--- src/sv/dvrt_pkg.sv ---
`timescale 1ns / 1ps
// ----------------------------------------------------------------------------
// Route table package
// Shared sizes, codes and types for the route table core and its parts.
// ----------------------------------------------------------------------------
package dvrt_pkg;

    localparam int MAX_NODES = 64;
    localparam int IDX_W     = $clog2(MAX_NODES);
    localparam int ADDR_W    = 2 * IDX_W;
    localparam int DEPTH     = MAX_NODES * MAX_NODES;
    localparam int NODE_W    = 7;
    localparam int DIST_W    = 8;

    localparam logic [DIST_W-1:0] UNREACH  = 8'd255;
    localparam logic [DIST_W-1:0] DIST_MAX = 8'd254;
    localparam logic [DIST_W-1:0] DIST_ONE = 8'd1;
    localparam logic [NODE_W-1:0] NODE_COUNT_RST = NODE_W'(MAX_NODES);

    typedef enum logic [1:0] {
        ACT_INIT = 2'd0,
        ACT_LINK = 2'd1,
        ACT_ADV  = 2'd2,
        ACT_READ = 2'd3
    } t_action;

    typedef struct packed {
        t_action             action;
        logic [NODE_W-1:0]   node_a;
        logic [NODE_W-1:0]   node_b;
    } t_in;

    typedef struct packed {
        logic                status;
        logic                reachable;
        logic [DIST_W-1:0]   hop_distance;
        logic [NODE_W-1:0]   next_hop;
    } t_out;

    typedef struct packed {
        logic [DIST_W-1:0]   cost;
        logic [NODE_W-1:0]   hop;
    } t_entry;

    // Commands from the controller to the datapath.
    typedef struct packed {
        logic capture;
        logic clr_start;
        logic clr_step;
        logic link_wr0;
        logic link_wr1;
        logic adv_start;
        logic adv_step;
        logic read_issue;
        logic load_out;
    } t_dp_cmd;

    // Status from the datapath to the controller.
    typedef struct packed {
        t_action action;
        logic    bad;
        logic    clr_last;
        logic    col_last;
    } t_dp_sts;

endpackage

--- src/sv/dvrt_ctrl.sv ---
`timescale 1ns / 1ps
// ----------------------------------------------------------------------------
// Route table controller
// Sequences clear sweeps, link writes, advertisement walks and reads, and
// owns the input ready and output valid flags.
// ----------------------------------------------------------------------------
module dvrt_ctrl (
    input  logic               i_clk,
    input  logic               i_rst_n,
    input  logic               i_in_valid,
    output logic               o_in_ready,
    output logic               o_out_valid,
    input  logic               i_out_ready,
    input  dvrt_pkg::t_dp_sts  i_sts,
    output dvrt_pkg::t_dp_cmd  o_cmd
);
    import dvrt_pkg::*;

    typedef enum logic [7:0] {
        S_RCLR = 8'b0000_0001,
        S_IDLE = 8'b0000_0010,
        S_DISP = 8'b0000_0100,
        S_CLR  = 8'b0000_1000,
        S_LINK = 8'b0001_0000,
        S_ADV  = 8'b0010_0000,
        S_ADVE = 8'b0100_0000,
        S_DONE = 8'b1000_0000
    } t_state;

    t_state r_state;
    t_state n_state;
    logic   r_out_valid;
    logic   n_out_valid;

    always_comb begin
        n_state = r_state;
        o_cmd   = '0;
        case (r_state)
            S_RCLR: begin
                o_cmd.clr_step = 1'b1;
                if (i_sts.clr_last) begin
                    n_state = S_IDLE;
                end
            end
            S_IDLE: begin
                if (i_in_valid) begin
                    o_cmd.capture = 1'b1;
                    n_state       = S_DISP;
                end
            end
            S_DISP: begin
                n_state = S_DONE;
                case (i_sts.action)
                    ACT_INIT: begin
                        o_cmd.clr_start = 1'b1;
                        n_state         = S_CLR;
                    end
                    ACT_LINK: begin
                        if (!i_sts.bad) begin
                            o_cmd.link_wr0 = 1'b1;
                            n_state        = S_LINK;
                        end
                    end
                    ACT_ADV: begin
                        if (!i_sts.bad) begin
                            o_cmd.adv_start = 1'b1;
                            n_state         = S_ADV;
                        end
                    end
                    ACT_READ: begin
                        o_cmd.read_issue = !i_sts.bad;
                    end
                    default: n_state = S_DONE;
                endcase
            end
            S_CLR: begin
                o_cmd.clr_step = 1'b1;
                if (i_sts.clr_last) begin
                    n_state = S_DONE;
                end
            end
            S_LINK: begin
                o_cmd.link_wr1 = 1'b1;
                n_state        = S_DONE;
            end
            S_ADV: begin
                o_cmd.adv_step = 1'b1;
                if (i_sts.col_last) begin
                    n_state = S_ADVE;
                end
            end
            S_ADVE: begin
                // The last column's merge write lands in this cycle.
                n_state = S_DONE;
            end
            S_DONE: begin
                if (!r_out_valid || i_out_ready) begin
                    o_cmd.load_out = 1'b1;
                    n_state        = S_IDLE;
                end
            end
            default: n_state = S_IDLE;
        endcase
    end

    always_comb begin
        n_out_valid = r_out_valid;
        if (o_cmd.load_out) begin
            n_out_valid = 1'b1;
        end else if (i_out_ready) begin
            n_out_valid = 1'b0;
        end
    end

    always_ff @(posedge i_clk) begin
        if (!i_rst_n) begin
            r_state     <= S_RCLR;
            r_out_valid <= 1'b0;
        end else begin
            r_state     <= n_state;
            r_out_valid <= n_out_valid;
        end
    end

    assign o_in_ready  = (r_state == S_IDLE);
    assign o_out_valid = r_out_valid;

endmodule

--- config.mk ---
export PLATFORM = sky130hd
export DESIGN_NAME = dvrt_ctrl
export DESIGN_NICKNAME = d
export VERILOG_FILES = /design/src/sv/dvrt_pkg.sv /design/src/sv/dvrt_ctrl.sv
export SDC_FILE = /design/constraint.sdc
export NUM_CORES = 1
export LEC_CHECK = 0
export BUFFER_PORTS_ARGS = -buffer_cell sky130_fd_sc_hd__buf_4
export CAP_MARGIN = 20
export CORE_MARGIN = 1
export CORE_UTILIZATION = 48
export CTS_CLUSTER_DIAMETER = 120
export DETAILED_ROUTE_END_ITERATION = 10
export PLACE_DENSITY = 0.79
export SKIP_LAST_GASP = 1
export SYNTH_ARGS = -nofsm -noshare
export SYNTH_HDL_FRONTEND = slang
export SYNTH_SLANG_ARGS = --single-unit
--- constraint.sdc ---
create_clock -name i_clk -period 2.41 [get_ports i_clk]
set_clock_uncertainty 0.2 [all_clocks]
set_input_delay 0.241 -clock i_clk [delete_from_list [all_inputs] [get_ports i_clk]]
set_output_delay 0.241 -clock i_clk [all_outputs]
set_load 0.1 [all_outputs]
Word level (Yosys, flattened, before mapping)
Index checks and enable logic that the tools add are counted.

cells by class
  mux-type cells = 27
  equal/unequal tests = 16
  reduce and logical (&&, ||, !) cells = 8

operators by type and width
  cell                  number
  $mux W8               7
  $pmux W8 S7           1
  $pmux W8 S3           1
  $mux W1               18
  $ne A2 B2 Y1 const B  5
  $eq A8 B1 Y1 const B  1
  $eq A8 B2 Y1 const B  1
  $eq A8 B3 Y1 const B  1
  $eq A8 B4 Y1 const B  1
  $eq A8 B5 Y1 const B  1
  $eq A8 B6 Y1 const B  1
  $eq A8 B7 Y1 const B  1
  $eq A8 B8 Y1 const B  1
  $reduce_and A5 Y1     1
  $eq A2 B2 Y1 const B  2
  $reduce_or A2 Y1      2
  $eq A2 B1 Y1 const B  1
  $logic_not A1 Y1      2
  $logic_not A2 Y1      1
  $reduce_bool A2 Y1    1
  $logic_or A1 B1 Y1    1

storage, ports and cells
  output and inout bits = 11
  flip-flop bits (word level) = 9

Depth between registers and ports, before layout
Gate-level depths: netlist of run 1.

  word-level depth = 5
  mapped depth = 6
  gate-level depth less buffers = 5

Worst setup path after synthesis of run 1
No wires, ideal clock.

  path type = register to output
  from = register r_state[0]
  to = output o_cmd[5] (netlist bit)
  buffers on the path = 1
  cell stages (with the launch flop) = 6
  setup slack = -472 ps
  data required time = 1,969 ps
  data arrival time = 2,441 ps
  path through = dfxtp_1 > buf_6 > or3_4 > nor4b_4 > nand2_1 > nor2_1

RTL lines
  item                      line              RTL
  start: declaration        dvrt_ctrl.sv:30   t_state r_state;
  start signal: assignment  dvrt_ctrl.sv:120  r_state <= n_state;
  end: declaration          dvrt_ctrl.sv:15   output dvrt_pkg::t_dp_cmd o_cmd

==> results of run 1 <==
==> worst reg2reg max path, stage by stage (launching register included) <==
cell,delay [ns]
sky130_fd_sc_hd__dfxtp_2,0.37
sky130_fd_sc_hd__or3_4,0.42
sky130_fd_sc_hd__nor4b_4,0.31
sky130_fd_sc_hd__nand2_1,0.15
sky130_fd_sc_hd__nor4_2,0.25
==> repair_timing <==
action                                  in CTS  in global routing
endpoints found under the setup margin       0                  3
endpoints found under the hold margin        2                  0
hold buffers                                 2                  0
resized for setup                            0                  4
==> routing by layer <==
metal | wire length, um | part of all wire (%) | global-route usage [%] | vias to the layer above
met5 | 0 | 0 | 0 | -
met4 | 59 | 3.7 | 13.8 | 0
met3 | 109 | 6.9 | 8.72 | 6
met2 | 746 | 47 | 37.7 | 37
met1 | 663 | 42 | 30.1 | 317
li1 | - | - | - | 327
==> cells in the mapped netlist <==
| master | count | area [um2] |
|---|---|---|
| sky130_fd_sc_hd__nor4b_4 | 1 | 23.8 |
| sky130_fd_sc_hd__xor2_1 | 2 | 17.5 |
| sky130_fd_sc_hd__inv_1 | 4 | 15.0 |
| sky130_fd_sc_hd__o21a_1 | 1 | 7.51 |
| sky130_fd_sc_hd__or3_4 | 1 | 11.3 |
| sky130_fd_sc_hd__nor4b_1 | 2 | 17.5 |
| sky130_fd_sc_hd__nor2_1 | 9 | 33.8 |
| sky130_fd_sc_hd__o22a_1 | 1 | 8.76 |
| sky130_fd_sc_hd__and4bb_2 | 2 | 25.0 |
| sky130_fd_sc_hd__and3b_1 | 1 | 8.76 |
| sky130_fd_sc_hd__nand4b_1 | 2 | 17.5 |
| sky130_fd_sc_hd__nor4_4 | 1 | 21.3 |
| sky130_fd_sc_hd__nand4_1 | 2 | 12.5 |
| sky130_fd_sc_hd__and3_2 | 1 | 7.51 |
| sky130_fd_sc_hd__nor2b_1 | 3 | 18.8 |
| sky130_fd_sc_hd__buf_4 | 1 | 7.51 |
| sky130_fd_sc_hd__o2111ai_1 | 1 | 8.76 |
| sky130_fd_sc_hd__nor4_2 | 1 | 12.5 |
| sky130_fd_sc_hd__a31oi_1 | 1 | 6.26 |
| sky130_fd_sc_hd__o21ai_0 | 1 | 5.00 |
| sky130_fd_sc_hd__a41oi_1 | 1 | 8.76 |
| sky130_fd_sc_hd__o31a_1 | 1 | 8.76 |
| sky130_fd_sc_hd__buf_6 | 2 | 22.5 |
| sky130_fd_sc_hd__nand2_1 | 2 | 7.51 |
| sky130_fd_sc_hd__and3_1 | 2 | 12.5 |
| sky130_fd_sc_hd__o22ai_1 | 2 | 12.5 |
| sky130_fd_sc_hd__nor4_1 | 2 | 12.5 |
| sky130_fd_sc_hd__o2111a_1 | 1 | 11.3 |
| sky130_fd_sc_hd__a21o_1 | 1 | 7.51 |
| sky130_fd_sc_hd__and2_1 | 1 | 6.26 |
| sky130_fd_sc_hd__nand3_1 | 5 | 25.0 |
| sky130_fd_sc_hd__a21oi_1 | 2 | 10.0 |
| sky130_fd_sc_hd__dfxtp_1 | 9 | 180 |
| sky130_fd_sc_hd__nor3_1 | 2 | 10.0 |
| sky130_fd_sc_hd__nand3b_1 | 1 | 7.51 |
| sky130_fd_sc_hd__or3_1 | 1 | 6.26 |
==> path summary, 6_finish.rpt <==
kind,to,from
worst max-delay path,o_cmd[3],r_state[0]$_SDFFE_PN1P_
worst min-delay path,r_state[2]$_SDFFE_PN0P_,i_in_valid
worst max register to register,r_state[4]$_SDFFE_PN0P_,r_state[0]$_SDFFE_PN1P_
worst min register to register,r_state[0]$_SDFFE_PN1P_,r_state[0]$_SDFFE_PN1P_
==> metrics by stage <==
step	setup slack, ns	power, uW	util (%)
6_report	0.0853	389	71.7
5_1_grt	0.0342	405	71.7
4_1_cts	0.0189	388	70.6
3_5_place_dp	0.335	264	66.7
3_3_place_gp	0.364	263	66.7
2_1_floorplan	-0.0183	237	-
==> cell families after synthesis <==
kind of cell    synth area share [%]
compound gates                  15.0
xor+xnor                        2.76
buf+inv                         7.09
flops                           28.3
simple gates                    46.9
==> layout make-up <==
cell class | count | area, um2 | share of cell area (%)
clock buffers | 4 | 26.3 | 3.13
multi-input cells | 57 | 414 | 49.3
repair buffers | 22 | 181 | 21.6
inverters | 4 | 18.8 | 2.24
flip-flops and latches | 9 | 181 | 21.6
well taps | 14 | 17.5 | 2.09
==> power breakdown <==
group / internal, uW / switching, uW / leakage (uW)
Clock: 64.2 / 60.0 / 0.0000150
Sequential: 153 / 8.09 / 0.0000732
Combinational: 36.9 / 66.4 / 0.000261
==> state kept, by name (all words and copies together), names as in the netlist <==
name / cells
r_state: 8
o_out_valid: 1
==> metrics.txt, run 1 <==
initial standard-cell utilization of the core=a little over half; wire length of the first global-routing pass=around 2400 um; net count after synthesis=between 80 and 90; CP max stage cell=sky130_fd_sc_hd__or3_4; cell-by-cell listing of the critical path=or3_4 > nor4b_4 > and3b_1 > buf_6; mean cell area of the mapped netlist=8.71 um2; Peak supply drop=~0.00035 V; last weighted congestion value of the routability-driven placer=about 0.8; Worst R2R Path Depth=4; critical path buffer and inverter count=1; Worst-Skew Late Latency=between 0.2 and 0.3 ns; highest cell delay on the worst timing path=roughly 0.4 ns; worst slew pin tran=0.465 ns; detailed placer's ending HPWL=1160 um; total DRC errors in the routed layout=0; final instance area=roughly 840 um2; crit path kind=flop to primary output; wire length after detailed routing=around 1600 um; CTS tree=done; clock slew seen by the registers of the worst setup and hold paths=around 0.07 ns; number of buffers inserted by port buffering=19; Max Clock Freq=~430 MHz; synth-to-layout area growth=32.1%; register-to-register setup slack=0.63 ns; detailed-route wire length per cell=14.4 um; most frequent cells in the layout=sky130_fd_sc_hd__buf_4 (18), sky130_fd_sc_hd__nor2_1 (8), sky130_fd_sc_hd__dfxtp_1 (8), sky130_fd_sc_hd__nand3_1 (5); gate family responsible for the most delay along the worst path=simple AND/OR/NAND/NOR gates; CP Max Fanout=8; final sum of negative setup slack=0 ns; Horiz. Die Dim=between 30 and 40 um; CP Data Arrival Time=between 1.5 and 2 ns; run status=finished, final reports clean; post-route ant nets=0; fraction of final layout cells with drive strength greater than 1=between 30% and 40%; core area=~1200 um2; CTS HTree Levels=1; Ys Warns=0; root buffer selected by CTS=sky130_fd_sc_hd__clkbuf_4; sort of element at the end of the critical path=primary output; Top Ports=20; summed instance area of the synthesized netlist=around 640 um2; pwr dens=approximately 460 nW/um2; largest net degree at the start of global routing=9; global route overflow=0; worst hold slack across all endpoints=around 0.023 ns; number of library cell types mapped by synthesis=36; net count of the finished layout=~110; row count=12; relative slew slack=between 60 and 70%; Clock Tree Buf Depth=2; area enclosed by the die boundary=roughly 1500 um2; count of vias placed by the detailed router=approximately 700; total placed instance area=781 um2; CTS buffer count=3; antenna violations before repair=0; Critical Path Source Type=flop; unrepaired setup endpoints after global routing=no; vias per cell=6.25; non-filler cells in the finished layout=between 100 and 150; Min-Delay Path Class=input port to flop; CP required=a little under 2 ns; Max-Cap Viols=0; final critical path time including I/O delays and setup=roughly 2.3 ns; most frequent standard cell in the layout excluding fill and tap cells=sky130_fd_sc_hd__buf_4; final worst-path cycle share=between 90% and 100%; post-synthesis sequential area ratio=28.3%; Hold Violations, Final=0; static power due to leakage=around 0.00035 uW; post-synthesis instance total=73; global-route usage over all layers=between 20% and 30%; FILL cells=96; number of global-route vias before repair=around 550; WP depth=4; number of pins exceeding their max-slew limit in the final report=0; Ant. Diodes=0; number of cells on the worst hold path=2; post-CTS setup buffer count=0; Pre-Repair DR Iteration Count=4; final setup violation count=0; cell total after placement=about 100; TritonCTS Sinks=9; Die Span Y=roughly 38 um; number of design-rule violations left by the first detailed-router iteration=25; register bit total from synthesis=9
No activity file was read; power rests on OpenSTA's default activity.
==> run 2, diff against run 1 <==
--- a/config.mk
+++ b/config.mk
@@ -8,10 +8,10 @@
 export BUFFER_PORTS_ARGS = -buffer_cell sky130_fd_sc_hd__buf_4
 export CAP_MARGIN = 20
 export CORE_MARGIN = 1
-export CORE_UTILIZATION = 48
+export CORE_UTILIZATION = 35
 export CTS_CLUSTER_DIAMETER = 120
 export DETAILED_ROUTE_END_ITERATION = 10
-export PLACE_DENSITY = 0.79
+export PLACE_DENSITY = 0.61
 export SKIP_LAST_GASP = 1
 export SYNTH_ARGS = -nofsm -noshare
 export SYNTH_HDL_FRONTEND = slang
==> run 2 against run 1 <==
  * Count of clock-buffer cells in the layout unchanged
  * Combinational power about the same
  * Worst setup slack got worse by 0.0085 ns
  * Flip-flop and latch count unchanged
  * Maximum frequency decreased by 0.36%
  * First-iteration DRC count decreased by 44%
  * Core utilization decreased by 22 points
  * Die area increased by 35%
  * Hold slack improved by 0.020 ns
  * Critical path type unchanged
  * Largest cell class unchanged
  * Largest power group unchanged
==> metrics.txt, run 2 (synthesized netlist as in run 1, its figures left out) <==
net count of the finished layout=106 (unchanged); FILL cells=175 (+82%); worst slew pin tran=0.427 ns (-0.0380 ns); wire length of the first global-routing pass=2560 um (+6.3%); final critical path time including I/O delays and setup=2.33 ns (+0.00849 ns); Min-Delay Path Class=input port to flop; Top Ports=20 (unchanged); area taken by flip-flops and latches=180 um2 (-0.69%); CTS HTree Levels=1 (unchanged); count of vias placed by the detailed router=642 (-6.6%); Worst-Skew Late Latency=0.26 ns (about the same); wire length after detailed routing=1610 um (+2.1%); CP Data Arrival Time=1.89 ns (about the same); Setup WS post-layout=0.0768 ns (-0.00849 ns); CP required=1.97 ns (about the same); sort of element at the end of the critical path=primary output; total DRC errors in the routed layout=0 (unchanged); most frequent cells in the layout=sky130_fd_sc_hd__buf_4 (18), sky130_fd_sc_hd__dfxtp_1 (9), sky130_fd_sc_hd__nor2_1 (8), sky130_fd_sc_hd__nand3_1 (5); CP max stage cell=sky130_fd_sc_hd__or3_4; Pre-Repair DR Iteration Count=4 (unchanged); total internal power=254 uW (-0.28%); final setup violation count=0 (unchanged); crit path kind=flop to primary output; largest net degree at the start of global routing=9 (unchanged); number of design-rule violations left by the first detailed-router iteration=14 (-44%); clock slew seen by the registers of the worst setup and hold paths=0.07 ns (about the same); Critical Path Source Type=flop; CTS buffer count=3 (unchanged); number of pins exceeding their max-slew limit in the final report=0 (unchanged); relative slew slack=71.3% (+2.6 points); final worst-path cycle share=96.8% (+0.35 points); static power due to leakage=0.000348 uW (-0.27%); final sum of negative setup slack=0 ns (unchanged); Hold Violations, Final=0 (unchanged); detailed-route wire length per cell=13.3 um (-7.2%); unrepaired setup endpoints after global routing=yes; CTS tree=done; synth-to-layout area growth=33.5%; fraction of final layout cells with drive strength greater than 1=34.4% (-1.0 points); worst slack, placed=0.336 ns (+0.000530 ns); initial standard-cell utilization of the core=37.2% (-17 points); number of global-route vias before repair=573 (+5.1%); max reg flops=8 (unchanged); Ant. Diodes=0 (unchanged); detailed placer's ending HPWL=1240 um (+6.6%); run status=finished, final reports clean; Die Span Y=44.6 um (+16%); largest register by flop count=r_state; beginning of the worst register-to-register path=r_state[0]$_SDFFE_PN1P_; row count=15 (+3); startpoint of the tightest hold check path=i_sts[1]; Clock Tree Buf Depth=2 (unchanged); origin of the worst setup path=r_state[0]$_SDFFE_PN1P_; vias per cell=5.31 (-15%); post-route ant nets=0 (unchanged); global route overflow=0 (unchanged); root buffer selected by CTS=sky130_fd_sc_hd__clkbuf_4; proportion of power drawn by combinational gates=26.8% (+0.2 points); switching component of the power=131 uW (-2.7%); Max-Cap Viols=0 (unchanged); multi-input logic area=414 um2 (unchanged); antenna violations before repair=0 (unchanged); global-route usage over all layers=18.1% (-6.8 points); final standard cell utilization of the core=49.7% (-22 points); pwr dens=453 nW/um2 (-2.1%); Horiz. Die Dim=44.6 um (+16%); share of total power in the clock network=31.3% (-0.6 points); highest cell delay on the worst timing path=0.44 ns (+0.03 ns); TritonCTS Sinks=9 (unchanged); most frequent standard cell in the layout excluding fill and tap cells=sky130_fd_sc_hd__buf_4; proportion of total power due to net switching=34.0% (-0.56 points); core area=1710 um2 (+46%); number of buffers inserted by port buffering=19 (unchanged); last weighted congestion value of the routability-driven placer=0.730 (-8.8%); Max Clock Freq=429 MHz (-0.36%); area enclosed by the die boundary=1990 um2 (+35%); CP Max Fanout=8 (unchanged); register share of total power=41.9% (+0.4 points); cell-by-cell listing of the critical path=or3_4 > nor4b_4 > and3_2 > buf_4; Peak supply drop=0.000262 V (-25%)
==> run 2: cell types whose count changed in the layout (fill, tap and decap cells not counted) <==
cell and change:
sky130_fd_sc_hd__buf_8 -1, sky130_fd_sc_hd__dfxtp_1 +1, sky130_fd_sc_hd__dfxtp_2 -1, sky130_fd_sc_hd__buf_6 +1
==> run 2: per-stage QoR <==
stage / hold WS [ns] / area [um2] / instances / power (uW)
4_1_cts: 0.0390 / 841 / 121 / 390
3_3_place_gp: 0.258 / 795 / 115 / 264
3_5_place_dp: 0.259 / 795 / 115 / 265
2_1_floorplan: 0.103 / 643 / 73 / 237
6_report: 0.0438 / 848 / 121 / 385
5_1_grt: 0.0488 / 848 / 121 / 405
==> run 2: cell type report <==
cell class / count / share of cell area (%)
Multi-Input combinational cell: 57 / 48.8
Sequential cell: 9 / 21.2
Timing Repair Buffer: 22 / 20.9
Tap cell: 25 / 3.69
Clock buffer: 4 / 3.10
Inverter: 4 / 2.21
==> run 2: layer usage <==
layer / track usage (%) / part of all wire (%)
met1: 23.7 / 47
met2: 27.9 / 48
met3: 3.67 / 4.3
met4: 9.09 / 0.74
met5: 0 / 0
==> run 2: power by group through the flow <==
stage	logic, uW	clock network, uW	registers [uW]
2_1_floorplan	77.3	0	160
4_1_cts	103	127	161
3_5_place_dp	100	0	164
5_1_grt	110	133	163
6_report	103	120	161
3_3_place_gp	99.5	0	165
==> run 2: worst paths after layout <==
kind | to | depth (start not counted) | slack, ns
max | o_cmd[1] | 4 | 0.08
min | r_state[0]$_SDFFE_PN1P_ | 3 | 0.04
max reg2reg | r_state[4]$_SDFFE_PN0P_ | 4 | 0.63
min reg2reg | r_state[0]$_SDFFE_PN1P_ | 2 | 0.43
==> run 2: timing repair <==
item                                    in CTS  in global routing
endpoints found under the setup margin       0                  2
resized for setup                            0                  2
hold buffers                                 2                  0
buffers inserted                             0                  0
hold endpoints to repair                     2                  0
==> run 2: critical path, delay by kind of cell, from the launching register on <==
family	cells	cell delay [ns]
buf+inv	1	0.28
flops	1	0.40
simple gates	3	0.94
==> run 3, diff against run 2 <==
--- a/config.mk
+++ b/config.mk
@@ -8,10 +8,11 @@
 export BUFFER_PORTS_ARGS = -buffer_cell sky130_fd_sc_hd__buf_4
 export CAP_MARGIN = 20
 export CORE_MARGIN = 1
-export CORE_UTILIZATION = 35
+export CORE_UTILIZATION = 48
 export CTS_CLUSTER_DIAMETER = 120
 export DETAILED_ROUTE_END_ITERATION = 10
-export PLACE_DENSITY = 0.61
+export MAX_ROUTING_LAYER = met4
+export PLACE_DENSITY = 0.79
 export SKIP_LAST_GASP = 1
 export SYNTH_ARGS = -nofsm -noshare
 export SYNTH_HDL_FRONTEND = slang
==> run 3 against run 2 <==
  * Maximum frequency grew 1.1%
  * Global-route usage grew 7.5 points
  * Sequential power is essentially flat
  * Register-to-register slack is essentially flat
  * Die area shrank 26%
  * Non-clock buffer count is the same
  * Wire length shrank 2.6%
  * Count of clock-buffer cells in the layout is the same
  * Clock power is essentially flat
==> metrics.txt, run 3 (synthesized netlist as in run 1, its figures left out) <==
static power due to leakage=0.000349 uW (+0.27%); crit path kind=flop to primary output; Hold Violations, Final=0 (unchanged); Pre-Repair DR Iteration Count=4 (unchanged); run status=finished, final reports clean; detailed placer's ending HPWL=1160 um (-6.2%); row count=12 (-3); Min-Delay Path Class=input port to flop; Die Span Y=38.4 um (-14%); net count of the finished layout=106 (unchanged); pwr dens=461 nW/um2 (+1.7%); antenna violations before repair=0 (unchanged); number of buffers inserted by port buffering=19 (unchanged); wire length of the first global-routing pass=2420 um (-5.4%); final setup violation count=0 (unchanged); most frequent cells in the layout=sky130_fd_sc_hd__buf_4 (18), sky130_fd_sc_hd__nor2_1 (8), sky130_fd_sc_hd__dfxtp_1 (8), sky130_fd_sc_hd__nand3_1 (5); Max-Cap Viols=0 (unchanged); proportion of power drawn by combinational gates=26.7% (about the same); Max Clock Freq=433 MHz (+1.1%); largest register by flop count=r_state; proportion of total power due to net switching=34.3% (+0.28 points); cell-by-cell listing of the critical path=or3_4 > nor4b_4 > and3b_1 > buf_6; max reg flops=8 (unchanged); Ant. Diodes=0 (unchanged); CP required=1.97 ns (about the same); Critical Path Source Type=flop; unrepaired setup endpoints after global routing=no; post-route ant nets=0 (unchanged); total internal power=254 uW (+0.24%); initial standard-cell utilization of the core=54.3% (+17 points); global route overflow=0 (unchanged); TritonCTS Sinks=9 (unchanged); clock slew seen by the registers of the worst setup and hold paths=0.07 ns (about the same); CP Data Arrival Time=1.87 ns (-0.02 ns); relative slew slack=68.7% (-2.5 points); CTS tree=done; fraction of final layout cells with drive strength greater than 1=35.4% (+1.0 points); Worst-Skew Late Latency=0.27 ns (about the same); root buffer selected by CTS=sky130_fd_sc_hd__clkbuf_4; Horiz. Die Dim=38.4 um (-14%); CTS buffer count=3 (unchanged); number of global-route vias before repair=545 (-4.9%); Top Ports=20 (unchanged); critical path buffer and inverter count=1 (unchanged); count of vias placed by the detailed router=678 (+5.6%); most frequent standard cell in the layout excluding fill and tap cells=sky130_fd_sc_hd__buf_4; wire length after detailed routing=1570 um (-2.6%); area enclosed by the die boundary=1470 um2 (-26%); final critical path time including I/O delays and setup=2.31 ns (-0.0246 ns); largest net degree at the start of global routing=9 (unchanged); CP max stage cell=sky130_fd_sc_hd__or3_4; global-route usage over all layers=25.6% (+7.5 points); final sum of negative setup slack=0 ns (unchanged); CTS HTree Levels=1 (unchanged); worst slack, placed=0.335 ns (-0.000530 ns); synth-to-layout area growth=32.1%; Setup WS post-layout=0.101 ns (+0.0246 ns); Clock Tree Buf Depth=2 (unchanged); register share of total power=41.7% (-0.2 points); total DRC errors in the routed layout=0 (unchanged); switching component of the power=133 uW (+1.5%); sort of element at the end of the critical path=primary output; FILL cells=96 (-45%); number of pins exceeding their max-slew limit in the final report=0 (unchanged); detailed-route wire length per cell=14.3 um (+7.1%); CP Max Fanout=8 (unchanged); vias per cell=6.16 (+16%); worst slew pin tran=0.465 ns (+0.0376 ns); last weighted congestion value of the routability-driven placer=0.812 (+11%); number of design-rule violations left by the first detailed-router iteration=22 (+8); Peak supply drop=0.000344 V (+31%); gate family responsible for the most delay along the worst path=simple AND/OR/NAND/NOR gates; highest cell delay on the worst timing path=0.41 ns (-0.03 ns); core area=1170 um2 (-31%); share of total power in the clock network=31.6% (+0.3 points); final worst-path cycle share=95.8% (-1.0 points)
[run 3: cell counts in the layout (fill, tap and decap cells not counted)]
No cell type changed its count.
[run 3: worst paths after layout]
path                      startpoint                      end  slack (ns)  depth (start not counted)
max          r_state[0]$_SDFFE_PN1P_                 o_cmd[3]        0.10                          4
min                       i_in_valid  r_state[2]$_SDFFE_PN0P_        0.03                          2
min reg2reg  r_state[0]$_SDFFE_PN1P_  r_state[0]$_SDFFE_PN1P_        0.37                          2
max reg2reg  r_state[0]$_SDFFE_PN1P_  r_state[4]$_SDFFE_PN0P_        0.64                          4
[run 3: layer usage]
layer  global-route usage [%]  routed length, um  vias to the layer above
met5                        -                  0                        -
met4                     13.8                 61                        0
met3                     8.72                 83                        6
met2                     37.7                736                       28
met1                     30.5                689                      316
li1                         -                  -                      328
[run 3: layout make-up]
type	count	area, um2	share of cell area [%]
clock buffer	4	26.3	3.13
tap	14	17.5	2.09
inverter	4	18.8	2.24
timing repair buffer	22	181	21.6
multi-input combinational	57	414	49.3
sequential	9	181	21.6
[run 3: stage by stage]
step                instance area, um2  hold WS (ns)  cells  total power [uW]  util, %
finish                             840        0.0284    110               387     71.7
CTS                                827        0.0216    110               388     70.6
detailed placement                 781         0.262    104               264     66.7
global placement                   781         0.258    104               263     66.7
global route                       840        0.0324    110               405     71.7
floorplan                          643         0.103     73               237        -
[run 3: timing repair]
action | CTS | global route
hold endpoints to repair | 2 | 0
resized for setup | 0 | 4
buffers inserted | 0 | 0
endpoints found under the setup margin | 0 | 3
hold buffers | 2 | 0
[run 3: power groups by stage]
stage / Combinational, uW / Clock (uW) / Sequential, uW
finish: 103 / 122 / 162
global route: 110 / 133 / 163
CTS: 103 / 125 / 161
detailed placement: 99.7 / 0 / 164
global placement: 98.9 / 0 / 164
floorplan: 77.3 / 0 / 160
